### src/rtl/core/assert_macros.svh
// Assertion helper macros for the MIDI track event parser.
// Included by the module that carries concurrent checks; no other dependencies.
`ifndef ASSERT_MACROS_SVH
`define ASSERT_MACROS_SVH

// Same-cycle implication, disabled while the active-low reset is asserted.
`define AST_IMPLY(label, clk, rst_n, ante, cons) \
    label: assert property (@(posedge clk) disable iff (!(rst_n)) (ante) |-> (cons)) \
        else $error("assertion failed");

// Next-cycle implication, disabled while the active-low reset is asserted.
`define AST_NEXT(label, clk, rst_n, ante, cons) \
    label: assert property (@(posedge clk) disable iff (!(rst_n)) (ante) |=> (cons)) \
        else $error("assertion failed");

// Implication checked at every edge, reset included.
`define AST_ALWAYS(label, clk, ante, cons) \
    label: assert property (@(posedge clk) (ante) |-> (cons)) \
        else $error("assertion failed");

`endif

### src/rtl/core/mtep_pkg.sv
// Shared types, codes and helper functions for the MIDI track event parser.
// No dependencies; used by every module in rtl/core.
package mtep_pkg;

    // Parser phases
    localparam logic [3:0] PH_DELTA  = 4'd0;
    localparam logic [3:0] PH_STATUS = 4'd1;
    localparam logic [3:0] PH_KEY    = 4'd2;
    localparam logic [3:0] PH_VEL    = 4'd3;
    localparam logic [3:0] PH_CNUM   = 4'd4;
    localparam logic [3:0] PH_CVAL   = 4'd5;
    localparam logic [3:0] PH_SKIP   = 4'd6;
    localparam logic [3:0] PH_MTYPE  = 4'd7;
    localparam logic [3:0] PH_MLEN   = 4'd8;
    localparam logic [3:0] PH_MDATA  = 4'd9;

    // Last channel event, for running status
    localparam logic [2:0] CK_NONE = 3'd0;
    localparam logic [2:0] CK_OFF  = 3'd1;
    localparam logic [2:0] CK_ON   = 3'd2;
    localparam logic [2:0] CK_CTRL = 3'd3;
    localparam logic [2:0] CK_ONE  = 3'd4;
    localparam logic [2:0] CK_TWO  = 3'd5;

    // Result kinds
    localparam logic [3:0] K_NOTE_OFF = 4'd0;
    localparam logic [3:0] K_NOTE_ON  = 4'd1;
    localparam logic [3:0] K_BRIGHT   = 4'd2;
    localparam logic [3:0] K_CTRL     = 4'd3;
    localparam logic [3:0] K_TEMPO    = 4'd4;
    localparam logic [3:0] K_TSIG     = 4'd5;
    localparam logic [3:0] K_END      = 4'd6;
    localparam logic [3:0] K_COLOUR   = 4'd7;
    localparam logic [3:0] K_OTHER    = 4'd8;

    // Status high nibbles
    localparam logic [3:0] ST_NOTE_OFF = 4'h8;
    localparam logic [3:0] ST_NOTE_ON  = 4'h9;
    localparam logic [3:0] ST_KEY_PRES = 4'hA;
    localparam logic [3:0] ST_CTRL     = 4'hB;
    localparam logic [3:0] ST_PROGRAM  = 4'hC;
    localparam logic [3:0] ST_CHAN_PRS = 4'hD;
    localparam logic [3:0] ST_BEND     = 4'hE;

    // Byte constants
    localparam logic [7:0] SYSEX_START = 8'hF0;
    localparam logic [7:0] SYSEX_ESC   = 8'hF7;
    localparam logic [7:0] CTRL_BREATH = 8'h02;
    localparam logic [7:0] MT_TEMPO    = 8'h51;
    localparam logic [7:0] MT_TSIG     = 8'h58;
    localparam logic [7:0] MT_END      = 8'h2F;
    localparam logic [7:0] MT_LYRIC    = 8'h05;
    localparam logic [7:0] LYRIC_LEN   = 8'd8;
    localparam logic [7:0] CH_H        = 8'h48;
    localparam logic [7:0] CH_I        = 8'h49;
    localparam logic [7:0] CH_O        = 8'h4F;
    localparam logic [7:0] CH_L        = 8'h4C;
    localparam logic [2:0] META_KEEP   = 3'd4;

    // Parser state
    typedef struct packed {
        logic [3:0]  phase;
        logic [27:0] delta;
        logic [2:0]  last_ck;
        logic [7:0]  meta_type;
        logic [7:0]  bytes_left;
        logic [31:0] gathered;
        logic [3:0]  hex_hi;
        logic [2:0]  meta_taken;
    } t_state;

    // One result record
    typedef struct packed {
        logic [3:0]  kind;
        logic [27:0] delta_ticks;
        logic [7:0]  key;
        logic [7:0]  level;
        logic [31:0] value;
    } t_result;

    // ASCII hex digit value, 16 when not a digit
    function automatic logic [4:0] hex_digit(input logic [7:0] c);
        logic [4:0] d;
        d = 5'd16;
        if (c >= 8'h30 && c <= 8'h39) begin
            d = 5'(c - 8'h30);
        end else if (c >= 8'h41 && c <= 8'h46) begin
            d = 5'(c - 8'h37);
        end else if (c >= 8'h61 && c <= 8'h66) begin
            d = 5'(c - 8'h57);
        end
        return d;
    endfunction

    // Colour target code, 0 for an unknown letter
    function automatic logic [2:0] lyric_target(input logic [7:0] c);
        logic [2:0] t;
        t = 3'd0;
        if (c == CH_H) begin
            t = 3'd1;
        end else if (c == CH_I) begin
            t = 3'd2;
        end else if (c == CH_O) begin
            t = 3'd3;
        end else if (c == CH_L) begin
            t = 3'd4;
        end
        return t;
    endfunction

endpackage

### src/rtl/core/midi_track_event_parser.sv
// Top level of the MIDI track event parser: input register, state, result register.
// Depends on mtep_pkg, mtep_decode, mtep_out_reg and assert_macros.svh.
//
//  channel   direction  handshake                  payload
//  byte in   input      i_in_valid / o_in_stall    i_byte_in
//  record    output     o_out_valid / i_out_stall  o_kind, o_delta_ticks, o_key,
//                                                  o_level, o_value
//
// One byte per cycle sustained while the output is not stalled; a record passes through
// the input register and then the result register after its last byte.
// The parser state updates from the registered byte.
// Synchronous active-low reset clears the state and both valid flags.
// A stalled output holds the record; the input stalls only once its register is also full.
`include "assert_macros.svh"

module midi_track_event_parser (
    input  logic        i_clk,
    input  logic        i_rst_n,
    input  logic        i_in_valid,
    output logic        o_in_stall,
    input  logic [7:0]  i_byte_in,
    output logic        o_out_valid,
    input  logic        i_out_stall,
    output logic [3:0]  o_kind,
    output logic [27:0] o_delta_ticks,
    output logic [7:0]  o_key,
    output logic [7:0]  o_level,
    output logic [31:0] o_value
);

    logic              r_in_vld;
    logic [7:0]        r_in_byte;
    mtep_pkg::t_state  r_st;
    mtep_pkg::t_state  n_st;
    mtep_pkg::t_result w_res;
    mtep_pkg::t_result w_out;
    logic              w_res_vld;
    logic              w_adv;
    logic              w_step;

    // A byte is processed when held and the result register can move
    assign w_step     = r_in_vld && w_adv;
    assign o_in_stall = r_in_vld && !w_adv;

    // Input register
    always_ff @(posedge i_clk) begin
        if (!i_rst_n) begin
            r_in_vld <= 1'b0;
        end else if (!o_in_stall) begin
            r_in_vld <= i_in_valid;
        end
    end

    always_ff @(posedge i_clk) begin
        if (!o_in_stall && i_in_valid) begin
            r_in_byte <= i_byte_in;
        end
    end

    // Parser step
    mtep_decode u_decode (
        .i_st      (r_st),
        .i_byte    (r_in_byte),
        .o_st      (n_st),
        .o_res_vld (w_res_vld),
        .o_res     (w_res)
    );

    // Parser state
    always_ff @(posedge i_clk) begin
        if (!i_rst_n) begin
            r_st <= '{phase: mtep_pkg::PH_DELTA, last_ck: mtep_pkg::CK_NONE, default: '0};
        end else if (w_step) begin
            r_st <= n_st;
        end
    end

    // Result register
    mtep_out_reg u_out (
        .i_clk     (i_clk),
        .i_rst_n   (i_rst_n),
        .i_take    (r_in_vld),
        .i_res_vld (w_res_vld),
        .i_res     (w_res),
        .i_stall   (i_out_stall),
        .o_adv     (w_adv),
        .o_valid   (o_out_valid),
        .o_res     (w_out)
    );

    assign o_kind        = w_out.kind;
    assign o_delta_ticks = w_out.delta_ticks;
    assign o_key         = w_out.key;
    assign o_level       = w_out.level;
    assign o_value       = w_out.value;

    // Checks
    `AST_ALWAYS(a_rst_clears_out, i_clk, !i_rst_n, ##1 (!o_out_valid && !r_in_vld))
    `AST_NEXT(a_emit_restarts, i_clk, i_rst_n, w_step && w_res_vld,
              r_st.phase == mtep_pkg::PH_DELTA && r_st.delta == 28'h0)
    `AST_NEXT(a_emit_shows, i_clk, i_rst_n, w_step && w_res_vld, o_out_valid)
    `AST_NEXT(a_stall_freezes, i_clk, i_rst_n, o_out_valid && i_out_stall, $stable(r_st))

endmodule

### src/rtl/core/mtep_decode.sv
// Per-byte next-state and result logic of the MIDI track event parser.
// Purely combinational; depends on mtep_pkg.
module mtep_decode (
    input  mtep_pkg::t_state  i_st,
    input  logic [7:0]        i_byte,
    output mtep_pkg::t_state  o_st,
    output logic              o_res_vld,
    output mtep_pkg::t_result o_res
);

    mtep_pkg::t_state n_st;
    logic        emit;
    logic        fin;
    logic [3:0]  e_kind;
    logic [7:0]  e_key;
    logic [7:0]  e_level;
    logic [31:0] e_value;
    logic [4:0]  dig;
    logic [2:0]  tgt;
    logic [7:0]  hex_byte;

    assign dig = mtep_pkg::hex_digit(i_byte);
    assign tgt = mtep_pkg::lyric_target(i_byte);
    // Low hex digit completes a colour byte; a bad digit zeroes it
    assign hex_byte = dig[4] ? 8'h00 : {i_st.hex_hi, dig[3:0]};

    // One parser step per byte
    always_comb begin
        n_st    = i_st;
        emit    = 1'b0;
        fin     = 1'b0;
        e_kind  = mtep_pkg::K_OTHER;
        e_key   = 8'h00;
        e_level = 8'h00;
        e_value = 32'h0;

        unique case (i_st.phase)
            mtep_pkg::PH_DELTA: begin
                n_st.delta = {i_st.delta[20:0], i_byte[6:0]};
                if (!i_byte[7]) begin
                    n_st.phase = mtep_pkg::PH_STATUS;
                end
            end
            mtep_pkg::PH_STATUS: begin
                if (!i_byte[7]) begin
                    // Running status: data byte of the last channel event
                    unique case (i_st.last_ck)
                        mtep_pkg::CK_OFF, mtep_pkg::CK_ON: begin
                            n_st.gathered = {24'h0, i_byte};
                            n_st.phase    = mtep_pkg::PH_VEL;
                        end
                        mtep_pkg::CK_CTRL: begin
                            n_st.gathered = {31'h0, i_byte == mtep_pkg::CTRL_BREATH};
                            n_st.phase    = mtep_pkg::PH_CVAL;
                        end
                        mtep_pkg::CK_TWO: begin
                            n_st.bytes_left = 8'd1;
                            n_st.phase      = mtep_pkg::PH_SKIP;
                        end
                        default: begin
                            emit = 1'b1;
                        end
                    endcase
                end else begin
                    unique case (i_byte[7:4])
                        mtep_pkg::ST_NOTE_OFF: begin
                            n_st.last_ck = mtep_pkg::CK_OFF;
                            n_st.phase   = mtep_pkg::PH_KEY;
                        end
                        mtep_pkg::ST_NOTE_ON: begin
                            n_st.last_ck = mtep_pkg::CK_ON;
                            n_st.phase   = mtep_pkg::PH_KEY;
                        end
                        mtep_pkg::ST_CTRL: begin
                            n_st.last_ck = mtep_pkg::CK_CTRL;
                            n_st.phase   = mtep_pkg::PH_CNUM;
                        end
                        mtep_pkg::ST_PROGRAM, mtep_pkg::ST_CHAN_PRS: begin
                            n_st.last_ck    = mtep_pkg::CK_ONE;
                            n_st.bytes_left = 8'd1;
                            n_st.phase      = mtep_pkg::PH_SKIP;
                        end
                        mtep_pkg::ST_KEY_PRES, mtep_pkg::ST_BEND: begin
                            n_st.last_ck    = mtep_pkg::CK_TWO;
                            n_st.bytes_left = 8'd2;
                            n_st.phase      = mtep_pkg::PH_SKIP;
                        end
                        default: begin
                            // System bytes: sysex has no type byte
                            if (i_byte == mtep_pkg::SYSEX_START ||
                                i_byte == mtep_pkg::SYSEX_ESC) begin
                                n_st.meta_type = 8'h00;
                                n_st.phase     = mtep_pkg::PH_MLEN;
                            end else begin
                                n_st.phase = mtep_pkg::PH_MTYPE;
                            end
                        end
                    endcase
                end
            end
            mtep_pkg::PH_KEY: begin
                n_st.gathered = {24'h0, i_byte};
                n_st.phase    = mtep_pkg::PH_VEL;
            end
            mtep_pkg::PH_VEL: begin
                emit  = 1'b1;
                e_key = i_st.gathered[7:0];
                if (i_st.last_ck == mtep_pkg::CK_ON) begin
                    e_kind  = mtep_pkg::K_NOTE_ON;
                    e_level = i_byte;
                end else begin
                    e_kind = mtep_pkg::K_NOTE_OFF;
                end
            end
            mtep_pkg::PH_CNUM: begin
                n_st.gathered = {31'h0, i_byte == mtep_pkg::CTRL_BREATH};
                n_st.phase    = mtep_pkg::PH_CVAL;
            end
            mtep_pkg::PH_CVAL: begin
                emit = 1'b1;
                if (i_st.gathered != 32'h0) begin
                    e_kind = mtep_pkg::K_BRIGHT;
                    e_key  = i_byte;
                end else begin
                    e_kind = mtep_pkg::K_CTRL;
                end
            end
            mtep_pkg::PH_SKIP: begin
                if (i_st.bytes_left <= 8'd1) begin
                    emit = 1'b1;
                end else begin
                    n_st.bytes_left = i_st.bytes_left - 8'd1;
                end
            end
            mtep_pkg::PH_MTYPE: begin
                n_st.meta_type = i_byte;
                n_st.phase     = mtep_pkg::PH_MLEN;
            end
            mtep_pkg::PH_MLEN: begin
                n_st.bytes_left = i_byte;
                n_st.meta_taken = 3'd0;
                n_st.gathered   = 32'h0;
                n_st.hex_hi     = 4'h0;
                if (i_st.meta_type == mtep_pkg::MT_LYRIC && i_byte != mtep_pkg::LYRIC_LEN) begin
                    n_st.meta_type = 8'h00;
                end
                if (i_byte == 8'h00) begin
                    fin = 1'b1;
                end else begin
                    n_st.phase = mtep_pkg::PH_MDATA;
                end
            end
            mtep_pkg::PH_MDATA: begin
                // Tempo and time signature keep their first four bytes
                if (i_st.meta_type == mtep_pkg::MT_TEMPO ||
                    i_st.meta_type == mtep_pkg::MT_TSIG) begin
                    if (i_st.meta_taken < mtep_pkg::META_KEEP) begin
                        n_st.gathered   = {i_st.gathered[23:0], i_byte};
                        n_st.meta_taken = i_st.meta_taken + 3'd1;
                    end
                end else if (i_st.meta_type == mtep_pkg::MT_LYRIC) begin
                    // Colour lyric: target letter, separator, six hex digits
                    if (i_st.bytes_left == mtep_pkg::LYRIC_LEN) begin
                        if (tgt == 3'd0) begin
                            n_st.meta_type = 8'h00;
                        end else begin
                            n_st.gathered = {5'h0, tgt, 24'h0};
                        end
                    end else if (i_st.bytes_left <= 8'd6 && i_st.bytes_left != 8'd0) begin
                        if (!i_st.bytes_left[0]) begin
                            n_st.hex_hi = dig[4] ? 4'h0 : dig[3:0];
                        end else begin
                            n_st.gathered = {i_st.gathered[31:24], i_st.gathered[15:0],
                                             hex_byte};
                        end
                    end
                end
                if (i_st.bytes_left != 8'd0) begin
                    n_st.bytes_left = i_st.bytes_left - 8'd1;
                end
                if (n_st.bytes_left == 8'd0) begin
                    fin = 1'b1;
                end
            end
            default: begin
                n_st.phase = mtep_pkg::PH_DELTA;
            end
        endcase

        // Close a meta or sysex event
        if (fin) begin
            emit = 1'b1;
            unique case (n_st.meta_type)
                mtep_pkg::MT_END: begin
                    e_kind = mtep_pkg::K_END;
                end
                mtep_pkg::MT_TEMPO: begin
                    e_kind  = mtep_pkg::K_TEMPO;
                    e_value = n_st.gathered;
                end
                mtep_pkg::MT_TSIG: begin
                    e_kind  = mtep_pkg::K_TSIG;
                    e_value = n_st.gathered;
                end
                mtep_pkg::MT_LYRIC: begin
                    e_kind  = mtep_pkg::K_COLOUR;
                    e_key   = n_st.gathered[31:24];
                    e_value = {8'h00, n_st.gathered[23:0]};
                end
                default: begin
                    e_kind = mtep_pkg::K_OTHER;
                end
            endcase
        end

        // Every record restarts delta decoding
        if (emit) begin
            n_st.phase = mtep_pkg::PH_DELTA;
            n_st.delta = 28'h0;
        end
    end

    assign o_st              = n_st;
    assign o_res_vld         = emit;
    assign o_res.kind        = e_kind;
    assign o_res.delta_ticks = i_st.delta;
    assign o_res.key         = e_key;
    assign o_res.level       = e_level;
    assign o_res.value       = e_value;

endmodule

### src/rtl/core/mtep_out_reg.sv
// Result register of the MIDI track event parser with valid/stall handshake.
// Depends on mtep_pkg for the result record type.
module mtep_out_reg (
    input  logic              i_clk,
    input  logic              i_rst_n,
    input  logic              i_take,
    input  logic              i_res_vld,
    input  mtep_pkg::t_result i_res,
    input  logic              i_stall,
    output logic              o_adv,
    output logic              o_valid,
    output mtep_pkg::t_result o_res
);

    logic              r_vld;
    mtep_pkg::t_result r_res;

    // Register may take a new record when empty or being drained
    assign o_adv = !r_vld || !i_stall;

    // Valid flag
    always_ff @(posedge i_clk) begin
        if (!i_rst_n) begin
            r_vld <= 1'b0;
        end else if (o_adv) begin
            r_vld <= i_take && i_res_vld;
        end
    end

    // Payload, no reset needed
    always_ff @(posedge i_clk) begin
        if (o_adv && i_take && i_res_vld) begin
            r_res <= i_res;
        end
    end

    assign o_valid = r_vld;
    assign o_res   = r_res;

endmodule
### config.mk
export PLATFORM = sky130hd
export DESIGN_NAME = midi_track_event_parser
export DESIGN_NICKNAME = d
export VERILOG_FILES = /design/src/rtl/core/mtep_pkg.sv /design/src/rtl/core/midi_track_event_parser.sv /design/src/rtl/core/mtep_decode.sv /design/src/rtl/core/mtep_out_reg.sv
export VERILOG_INCLUDE_DIRS = /design/src /design/src/rtl/core
export SDC_FILE = /design/constraint.sdc
export NUM_CORES = 1
export LEC_CHECK = 0
export BUFFER_PORTS_ARGS = -buffer_cell sky130_fd_sc_hd__buf_4
export CAP_MARGIN = 10
export CORE_AREA = 4 4 131 133
export CTS_BUF_LIST = sky130_fd_sc_hd__clkbuf_8
export CTS_CLUSTER_SIZE = 10
export DETAILED_ROUTE_END_ITERATION = 8
export DIE_AREA = 0 0 135 137
export PLACE_DENSITY_LB_ADDON = 0.12
export RECOVER_POWER = 50
export SYNTH_ARGS = -nofsm -noshare
export SYNTH_HDL_FRONTEND = slang
export SYNTH_SLANG_ARGS = --single-unit
### constraint.sdc
create_clock -name i_clk -period 8.6 [get_ports i_clk]
set_input_delay 2.15 -clock i_clk [delete_from_list [all_inputs] [get_ports i_clk]]
set_output_delay 2.15 -clock i_clk [all_outputs]
set_load 0.01 [all_outputs]
# Word-level counts from Yosys, hierarchy flattened

Index checks and enable logic that the tools add are counted.

Register bits after elaboration: 180
Latch bits: 0
Memory bits (writable): 0
ROM bits: 0
Output and inout bits: 82
Memories: 0

Add/sub/neg operators: 5
Multipliers: 0
Div/mod/pow operators: 0
$lt $le $gt $ge: 9
Equal/unequal tests: 50
Shift-type cells: 0
Multiplexer cells: 69
Bitwise logic cells: 0
Reductions and logical operators: 44

Operators with widths:

| kind                                                               | number |
|---|---|
| 2-to-1 mux 32 bit                                                  | 6 |
| one-hot mux 32 bit (5 select lines)                                | 1 |
| 2-to-1 mux 8 bit                                                   | 17 |
| one-hot mux 32 bit (2 select lines)                                | 2 |
| == test 8 x 7 -> 1 bit (second input constant)                     | 8 |
| one-hot mux 8 bit (4 select lines)                                 | 2 |
| 2-to-1 mux 28 bit                                                  | 2 |
| == test 4 bit (second input constant)                              | 9 |
| 2-to-1 mux 36 bit                                                  | 1 |
| 2-to-1 mux 4 bit                                                   | 9 |
| one-hot mux 8 bit (2 select lines)                                 | 2 |
| nonzero test 32 bit                                                | 1 |
| one-hot mux 4 bit (7 select lines)                                 | 1 |
| 2-to-1 mux 24 bit                                                  | 1 |
| one-hot mux 4 bit (3 select lines)                                 | 2 |
| 2-to-1 mux 3 bit                                                   | 6 |
| == test 4 x 3 -> 1 bit (second input constant)                     | 4 |
| == test 8 x 3 -> 1 bit (second input constant)                     | 2 |
| == test 8 bit (second input constant)                              | 2 |
| greater-or-equal comparator 8 x 7 -> 1 bit (second input constant) | 2 |
| less-or-equal comparator 8 x 7 -> 1 bit (second input constant)    | 2 |
| logical NOT 8 bit                                                  | 2 |
| one-hot mux 4 bit (4 select lines)                                 | 1 |
| 2-to-1 mux 5 bit                                                   | 3 |
| 45 further kinds                                                   | 89 |

# Logic depth before layout (Yosys ltp)

Gate-level depths: netlist (run 1).

Word-level depth: 14
Mapped depth: 11
Mapped depth without buffers: 9

# Hierarchy

Synthesis (run 1) repeated with hierarchy kept, for this count alone.

Cell total of the unflattened synthesis: 1262
Area total of the unflattened synthesis: 10913.0 µm²

Modules (own cells, without submodules):

| module                  | times used | cells each | area an instance (µm²) |
|---|---|---|---|
| mtep_decode             | 1          | 754        | 4528.1 |
| midi_track_event_parser | 1          | 423        | 3936.3 |
| mtep_out_reg            | 1          | 85         | 2448.6 |

# Worst setup path before layout (run 1)

No wires, ideal clock.

Kind: in2out
From: input port i_out_stall
To: output port o_in_stall
Data arrival time: 2369 ps
Data required time: 6450 ps
Path slack: 4081 ps
Cell stages on the path: 1
Cells stage by stage: and3_1

Word-level cells in the longest chain between the ends: 4

RTL lines:

| item              | line                          | text |
|---|---|---|
| from (decl)       | midi_track_event_parser.sv:23 | `input logic i_out_stall,` |
| logical NOT 1 bit | mtep_out_reg.sv:19            | `assign o_adv = !r_vld \|\| !i_stall;` |
| logical OR 1 bit  | mtep_out_reg.sv:19            |  |
| logical NOT 1 bit | midi_track_event_parser.sv:43 | `assign o_in_stall = r_in_vld && !w_adv;` |
| logical AND 1 bit | midi_track_event_parser.sv:43 |  |
| to (decl)         | midi_track_event_parser.sv:20 | `output logic o_in_stall,` |

Every way passes these cells.

==> summary.md, run 1 <==
The flow ran to the end, but the final reports show violations. The final reports fail on capacitance limit, slew limit. Each instance of the synthesized netlist takes up on average 9.82 µm². The tree is rooted in a sky130_fd_sc_hd__clkbuf_8.

Across the run, the number of max-cap violations was 2. Setup violations remaining at the end of the flow were counted as 0. For the count of yosys warnings during synthesis, the log shows 0. The main combinational cell family by area after synthesis is compound AO/OA/AOI/OAI gates.

The worst setup path is launched from a primary input. After clock tree synthesis, the setup repair step added 0 buffers. The run gives 55.2% as the initial standard-cell utilization of the core. The netlist area before placement was 8730 µm². Among the stages of the critical path, the cell type that occurs most often is sky130_fd_sc_hd__clkbuf_1. For this run, the share of the core covered by cells in the final layout is 61.1%.

The final-report hold violation count was 0; the worst hold slack after final layout was 0.440 ns. Across all layers, the routed design uses 7502 vias. At the worst endpoint, the arrival time is 6.32 ns.

For the pin with the worst max-slew slack, the measured transition is 2.98 ns. The net count after synthesis came out at 911. Timing would allow up to 168 MHz. For this design the ratio of total power to cell area is 175 nW/µm². The biggest area contributor in the post-synthesis netlist is sky130_fd_sc_hd__edfxtp_1.

In this run the standard cell core region covers 15800 µm². The most used flip-flop cell after synthesis is sky130_fd_sc_hd__dfxtp_1. The run gives 0 as the number of antenna violations at the first check in global routing. The die covers 18500 µm². The floorplan step set the die height to 137 µm. The endpoint required time on the critical path was 8.98 ns; the top-area cell type share of the netlist area was 30.3%.

The run gives 23900 µm as the total length of routed wires. Of the total synthesized cell area, the portion taken by XOR and XNOR cells is 0.702%. Yosys mapped a number of flops with a built-in enable equal to 88. In this run the remaining antenna-violating nets after routing total 0.

Ranked by instance count, the synthesized netlist is headed by 92 x sky130_fd_sc_hd__dfxtp_1, 88 x sky130_fd_sc_hd__edfxtp_1, 73 x sky130_fd_sc_hd__nand2_1, 73 x sky130_fd_sc_hd__nor2_1, 61 x sky130_fd_sc_hd__clkbuf_1. In this run, post-CTS repair resized a total of 0 instances. Internal power comes to 1.24 mW. The detailed-router iteration count before antenna repair was 5. Placed wire-length estimate after detailed placement: 15900 µm.

In the global route stage, overall resource usage came out at 25.5%. After clock tree synthesis, the clock-pin slew on the worst setup and hold paths is 0.11 ns. The clock period could shrink to 5.94 ns. The logs give 0 for the number of diodes and 3.84 ns for the worst slack after detailed placement. VDD sags by at most 0.0936 mV. The tools report the capturing element type of the critical path as a flip-flop. The first global-routing pass estimated 37200 µm of wire.

The tools report the number of max-slew violations in the final report as 128. The tools report the number of hold buffers added after cts as 0. Setup repair after global routing left no endpoint under its margin.

Number of instances in the synthesized netlist: 889. The fraction of registers with async set/reset works out to 0%. For the share of power burned in registers, the log shows 54.9%. By area the synthesized netlist is led by sky130_fd_sc_hd__edfxtp_1 30%, sky130_fd_sc_hd__dfxtp_1 21%, sky130_fd_sc_hd__a22oi_1 3.7%. Clock tree synthesis inserted a total of 17 buffers.

Excluding fillers, the count of instances in the completed layout stands at 1169. 94 I/O pins were placed. The synthesized netlist devotes 22.5% of its cell area to compound gates. TritonCTS sink count: 180. Summing all multi-input logic gate instances after layout gives 3890 µm². TritonCTS built the clock tree. After synthesis, the share of cell area in mux cells is 0.831%. In this run the static leakage power is 2.97 nW.

The post-detailed-route via-to-cell ratio is 6.42, and the post-detailed-placement cell area is 9500 µm². For this run the aggregate overflow at the end of global routing stands at 0. Path class of the lowest-slack min-delay path: flip-flop to flip-flop. The first-iteration detailed-routing DRC count is 627, and the number of buffers added on ports is 93.

For this run, design rule violations remaining after detail routing come to 0. In the final layout, the share of cells above drive strength 1 is 10.8%. In this run the core area contains 46 standard-cell rows. In this run, the combinational gates consume 6.1% of the power. Dividing the final minimum period by the clock period gives 69.1%. For this run, the slowest stage of the critical path takes 2.08 ns.

The tools report the total power as 1.69 mW. The tools report the number of buffers on the longest clock path as 2. For the number of global-route vias before repair, the log shows 6886.

The slowest stage of the critical path belongs to the cell sky130_fd_sc_hd__clkbuf_1. Sequential elements use 51.4% of the synthesized area. The most used standard cell by instance count after synthesis is sky130_fd_sc_hd__dfxtp_1. After detailed routing, the average wire length per cell comes to 20.4 µm.

Across the whole layout, storage elements account for 4480 µm². Summing all non-filler instances in the final layout gives an area of 9660 µm². The area growth from synthesis to final layout is 10.7%, and the register-to-register setup slack is 3.81 ns. The horizontal extent of the die is 135 µm. The layout net count came out at 962. Summing the areas of all and, or, nand and nor instances in the mapped netlist gives 18.8% of the synthesized area. The synthesized netlist devotes 1.43% of its cell area to adder and majority cells.

For the final database, setup skew stands at 0.0190 ns. Counting tap cells, the placed design contains a total of 1136 instances. The layout has 1416 filler cells. After synthesis the netlist holds a flip-flop and latch count of 180.

The relative slew slack came out at -98.6%. The signal on the critical path passes through clkbuf_1 -> clkinv_1 -> clkbuf_1 -> or3_1 -> o22ai_1. For the worst-skew pair, the clock arrives at the later sink with an insertion delay of 0.48 ns. Per report_power, the clock group accounts for 39.0% of the total.

The number of different library cells used by synthesis comes to 78. In this run switching power makes up 26.4% of total power. The H-tree was split into 4 levels. The pin count of the biggest net entering global routing was 89; the reported net switching power was 0.445 mW. The final worst slack was 2.66 ns; the final-layout setup total negative slack was 0 ns. Along the worst path, the maximum fanout reaches 75.

Start-to-end type of the worst setup path: primary input to flip-flop. At the end of routability-driven placement, the weighted congestion stood at 0.947.
==> sequential cells by signal, summed over array words and instances, names as in the netlist <==
signal / count
u_out.o_res: 80
r_in_byte: 8
u_out.o_valid: 1
r_in_vld: 1
r_st: 90
==> worst max-delay path, delay by kind of cell <==
kind	cells	cell delay, ns
and+or+nand+nor	1	0.67
buffers and inverters	3	3.29
AOI/OAI and AO/OA	1	0.15
==> cell type report <==
cell class                 count  share of cell area, %
inverter                      15                  0.596
multi-input combinational    618                   40.2
clock buffer                  17                   2.42
timing repair buffer         108                   5.13
clock inverter                15                   2.43
tap                          216                   2.80
sequential                   180                   46.4
==> power groups by stage <==
stage          Clock, mW  Sequential (mW)  Combinational, mW
6_report           0.659            0.927              0.103
4_1_cts            0.668            0.926              0.104
5_1_grt            0.700            0.928              0.112
3_3_place_gp           0            0.945              0.101
2_1_floorplan          0            0.935             0.0738
3_5_place_dp           0            0.946              0.104
==> placed cells by master (no fill, tap or decap), types with 5 or more instances in the layout <==
cell type                   count
sky130_fd_sc_hd__dfxtp_1       92
sky130_fd_sc_hd__edfxtp_1      88
sky130_fd_sc_hd__clkbuf_1      84
sky130_fd_sc_hd__nor2_1        73
sky130_fd_sc_hd__nand2_1       73
sky130_fd_sc_hd__a21oi_1       47
sky130_fd_sc_hd__nand3_1       45
sky130_fd_sc_hd__a22oi_1       43
sky130_fd_sc_hd__o21ai_0       41
sky130_fd_sc_hd__o22ai_1       29
sky130_fd_sc_hd__a32oi_1       20
sky130_fd_sc_hd__a21oi_2       20
sky130_fd_sc_hd__clkbuf_8      17
sky130_fd_sc_hd__nor4_1        15
sky130_fd_sc_hd__buf_4         15
sky130_fd_sc_hd__inv_1         13
sky130_fd_sc_hd__nor3_1        13
sky130_fd_sc_hd__and2_1        12
sky130_fd_sc_hd__nand4_1       11
sky130_fd_sc_hd__ha_1          10
sky130_fd_sc_hd__clkbuf_4       9
sky130_fd_sc_hd__o211ai_1       8
sky130_fd_sc_hd__o2111ai_1      7
sky130_fd_sc_hd__a31oi_1        7
sky130_fd_sc_hd__or3_1          7
sky130_fd_sc_hd__and2_0         7
sky130_fd_sc_hd__or2_2          6
sky130_fd_sc_hd__o21ai_1        6
sky130_fd_sc_hd__and3_1         5
sky130_fd_sc_hd__nand3b_1       5
sky130_fd_sc_hd__o31ai_1        5
sky130_fd_sc_hd__nor4b_1        5
sky130_fd_sc_hd__mux2i_1        5
==> path summary, 6_finish.rpt <==
kind                      from              end  depth (start not counted)
setup / recovery       i_rst_n         r_st[86]                          5
hold reg to reg       r_st[79]  u_out.o_res[69]                          0
setup reg to reg  r_in_byte[0]         r_st[83]                          9
hold / removal        r_st[79]  u_out.o_res[69]                          0
==> layer usage <==
| layer | routed length, µm | vias up | global-route usage [%] |
|---|---|---|---|
| met1 | 10300 | 3594 | 35.8 |
| met4 | 605 | 0 | 8.51 |
| li1 | - | 3496 | - |
| met3 | 1860 | 55 | 4.74 |
| met2 | 11100 | 357 | 40.2 |
| met5 | 0 | - | 0 |
==> cells by family (layout without fill, tap and decap cells) <==
logic type	Yosys count	in the layout
xor gates and xnor gates	7	7
and+or+nand+nor	315	315
adders and majority gates	10	10
DFF	180	180
muxes	7	7
AOI/OAI and AO/OA	279	279
buffers and inverters	91	155
Power figures use the tool's default switching activity.
==> inputs of run 2 (changes only) <==
==> constraint.sdc (replaced) <==
create_clock -name i_clk -period 5.57 [get_ports i_clk]
set_input_delay 1.3925 -clock i_clk [delete_from_list [all_inputs] [get_ports i_clk]]
set_output_delay 1.3925 -clock i_clk [all_outputs]
set_load 0.01 [all_outputs]
==> run 2 against run 1 <==
Global-route usage rose by 1.3 points. The run still ends with capacitance limit, slew limit left. Non-clock buffer count fell by 1. Largest power group unchanged. Clock skew fell by 0.0016 ns. Combinational power rose by 42%. Count of clock-buffer cells in the layout rose by 1.
==> summary.md, run 2 (synthesis results as in run 1) <==
Clock skew on the completed layout was measured at 0.0174 ns. Entering global routing, the biggest net connects 76 pins. 94 I/O pins were placed.

The run gives 17 as the clock buffer count from CTS. TritonCTS built the clock tree. The number of cells traversed by the worst hold path is 0. The largest individual stage delay along the critical path comes from the cell sky130_fd_sc_hd__nor4b_1. The clock slew seen by the registers of the worst setup and hold paths is 0.10 ns, and the post-route non-filler standard cell count is 1168.

The min-delay analysis places its worst path in the category flip-flop to flip-flop. The tools report the proportion of power drawn by the clock network as 36.5%. The TritonCTS sink count came out at 180.

IR analysis of the VDD net gives a maximum drop of 0.132 mV. The final reports fail on capacitance limit, slew limit. Leaving out fill and tap cells, the most frequent cell in the layout is sky130_fd_sc_hd__dfxtp_1. CTS built an H-tree with a depth of 4. The register with the most flip-flops in the layout has 90 of them. After global routing the overflow that remains totals 0.

The number of hold buffers added after cts was 0. The routed layout has 7587 vias. The total length of routed wires is 24800 µm, and the endpoint required time on the critical path is 5.72 ns.

For the maximum operating frequency, the log shows 229 MHz. For this design the static power due to leakage is 2.94 nW. The initial standard-cell utilization of the core was 55.2%. The max-cap violation count was 2.

Global routing used 26.8% of the available tracks. The combinational share of power is 5.8%. In the layout the commonest cells are 92 x sky130_fd_sc_hd__dfxtp_1, 88 x sky130_fd_sc_hd__edfxtp_1, 87 x sky130_fd_sc_hd__clkbuf_1, 73 x sky130_fd_sc_hd__nor2_1, 73 x sky130_fd_sc_hd__nand2_1. Clock latency on the worst-skew pair, taken at its later pin, is 0.48 ns.

The number of antenna violations at the first check in global routing came out at 0. The internal power of the cells was 1.83 mW. In this design, the stage delay of the slowest critical-path cell is 1.52 ns. After layout, the minimum clock period comes to 4.37 ns. The die is 135 µm wide. Net switching is 26.8% of the power.

For the detailed-router iteration count before antenna repair, the log shows 5. The run gives 0 as the remaining antenna violation count after routing. The worst setup path is launched from a flip-flop. For the number of global-route vias before repair, the log shows 6928.

After routing, the total negative slack on setup checks comes to 0 ns. The core region is 15800 µm². Die outline height: 137 µm. Once placement completed, the tool counted placed cells totaling 1136.

The share of layout cells above drive strength 1 is 10.2%. The number of max-slew violations in the final report is 45, and the mean routed wirelength per cell is 21.2 µm. The area growth from synthesis to layout is 9.93%. The flow ran to the end, but the final reports show violations.

In this run the tool buffered the top-level ports with 93 buffer cells. After legalization and detailed placement, the total HPWL measured 16800 µm. Start-to-end type of the worst setup path: flip-flop to flip-flop. Counting cells, the worst reg-to-reg path comes to 6. CTS placed an instance of sky130_fd_sc_hd__clkbuf_8 at the clock tree root. The run gives 38500 µm as the wire length of the first global-routing pass. The reported net switching power was 0.670 mW; the final-report hold violation count was 0. Registers are responsible for 57.6% of the overall power. The relative slew slack is -26.2%, and the post-detailed-route via-to-cell ratio is 6.50. The number of setup violations in the final report came out at 0.

Setup repair after global routing left no endpoint under its margin. Along the worst path, the maximum fanout reaches 62. The worst setup path is captured at a flip-flop. After the first detailed-routing iteration, the DRC count stood at 987.

For this run, the post-layout net count is 961. The data arrival time of the worst path is 4.52 ns. The part of the cycle the worst path needs was 78.4%. The register with the most flip-flops is r_st. For this design the ratio of total power to cell area is 261 nW/µm².

Gates resized during post-CTS repair numbered 0. The critical path goes through nor4b_1 -> a31oi_1 -> and2_0 -> a21o_1 -> inv_4 -> buf_12. The number of antenna diodes in the final layout is 0. Routability-driven placement finished with a final weighted congestion of 0.955. The clock passes through at most 2 buffers. The slew at the pin with the worst max-slew slack is 1.87 ns. The die covers 18500 µm². The floorplan has 46 rows. The number of setup buffers added after CTS is 0. For this run, design rule violations remaining after detail routing come to 0.
[run 2: path summary, 6_finish.rpt]
kind / startpoint / to / slack, ns
setup / recovery: r_st[89] / u_out.o_res[24] / 1.20
hold / removal: r_st[85] / u_out.o_res[75] / 0.44
hold reg to reg: r_st[85] / u_out.o_res[75] / 0.44
setup reg to reg: r_st[89] / u_out.o_res[24] / 1.20
[run 2: power groups by stage]
| stage | Clock (mW) | Sequential (mW) | Combinational [mW] |
|---|---|---|---|
| floorplan | 0 | 1.44 | 0.114 |
| global placement | 0 | 1.47 | 0.146 |
| detailed placement | 0 | 1.47 | 0.148 |
| CTS | 0.928 | 1.44 | 0.149 |
| global route | 0.979 | 1.44 | 0.160 |
| finish | 0.914 | 1.44 | 0.146 |
[run 2: area by class of cell]
type	instances	area, µm²
timing repair buffer	107	489
clock inverter	14	168
tap	216	270
clock buffer	18	248
multi-input combinational	618	3880
inverter	15	58.8
fill	1434	6230
sequential	180	4480
[run 2: per-layer routing]
layer | global-route usage, % | vias to the layer above | share of wire, %
met1 | 36.2 | 3630 | 43
met4 | 10.2 | 0 | 3.3
li1 | - | 3489 | -
met3 | 5.59 | 75 | 8.2
met5 | 0 | - | 0
met2 | 42.6 | 393 | 46
[run 2: worst max-delay path, delay by kind of cell, from the launching register on]
family                 cells  cell delay, ns
AO/OA/AOI/OAI              2            0.57
buffers and inverters      2            0.81
AND/OR/NAND/NOR            2            1.91
flip-flops                 1            0.66
[run 2: through the flow]
| step | power [mW] | hold slack (ns) | cell area, µm² | util [%] | setup WS, ns |
|---|---|---|---|---|---|
| 2_1_floorplan | 1.56 | 0.408 | 8730 | - | 1.72 |
| 3_3_place_gp | 1.61 | 0.415 | 9520 | 60.1 | 1.79 |
| 3_5_place_dp | 1.62 | 0.418 | 9520 | 60.1 | 1.79 |
| 4_1_cts | 2.52 | 0.443 | 9930 | 62.7 | 1.76 |
| 5_1_grt | 2.58 | 0.453 | 9600 | 60.6 | 0.978 |
| 6_report | 2.50 | 0.438 | 9600 | 60.6 | 1.20 |
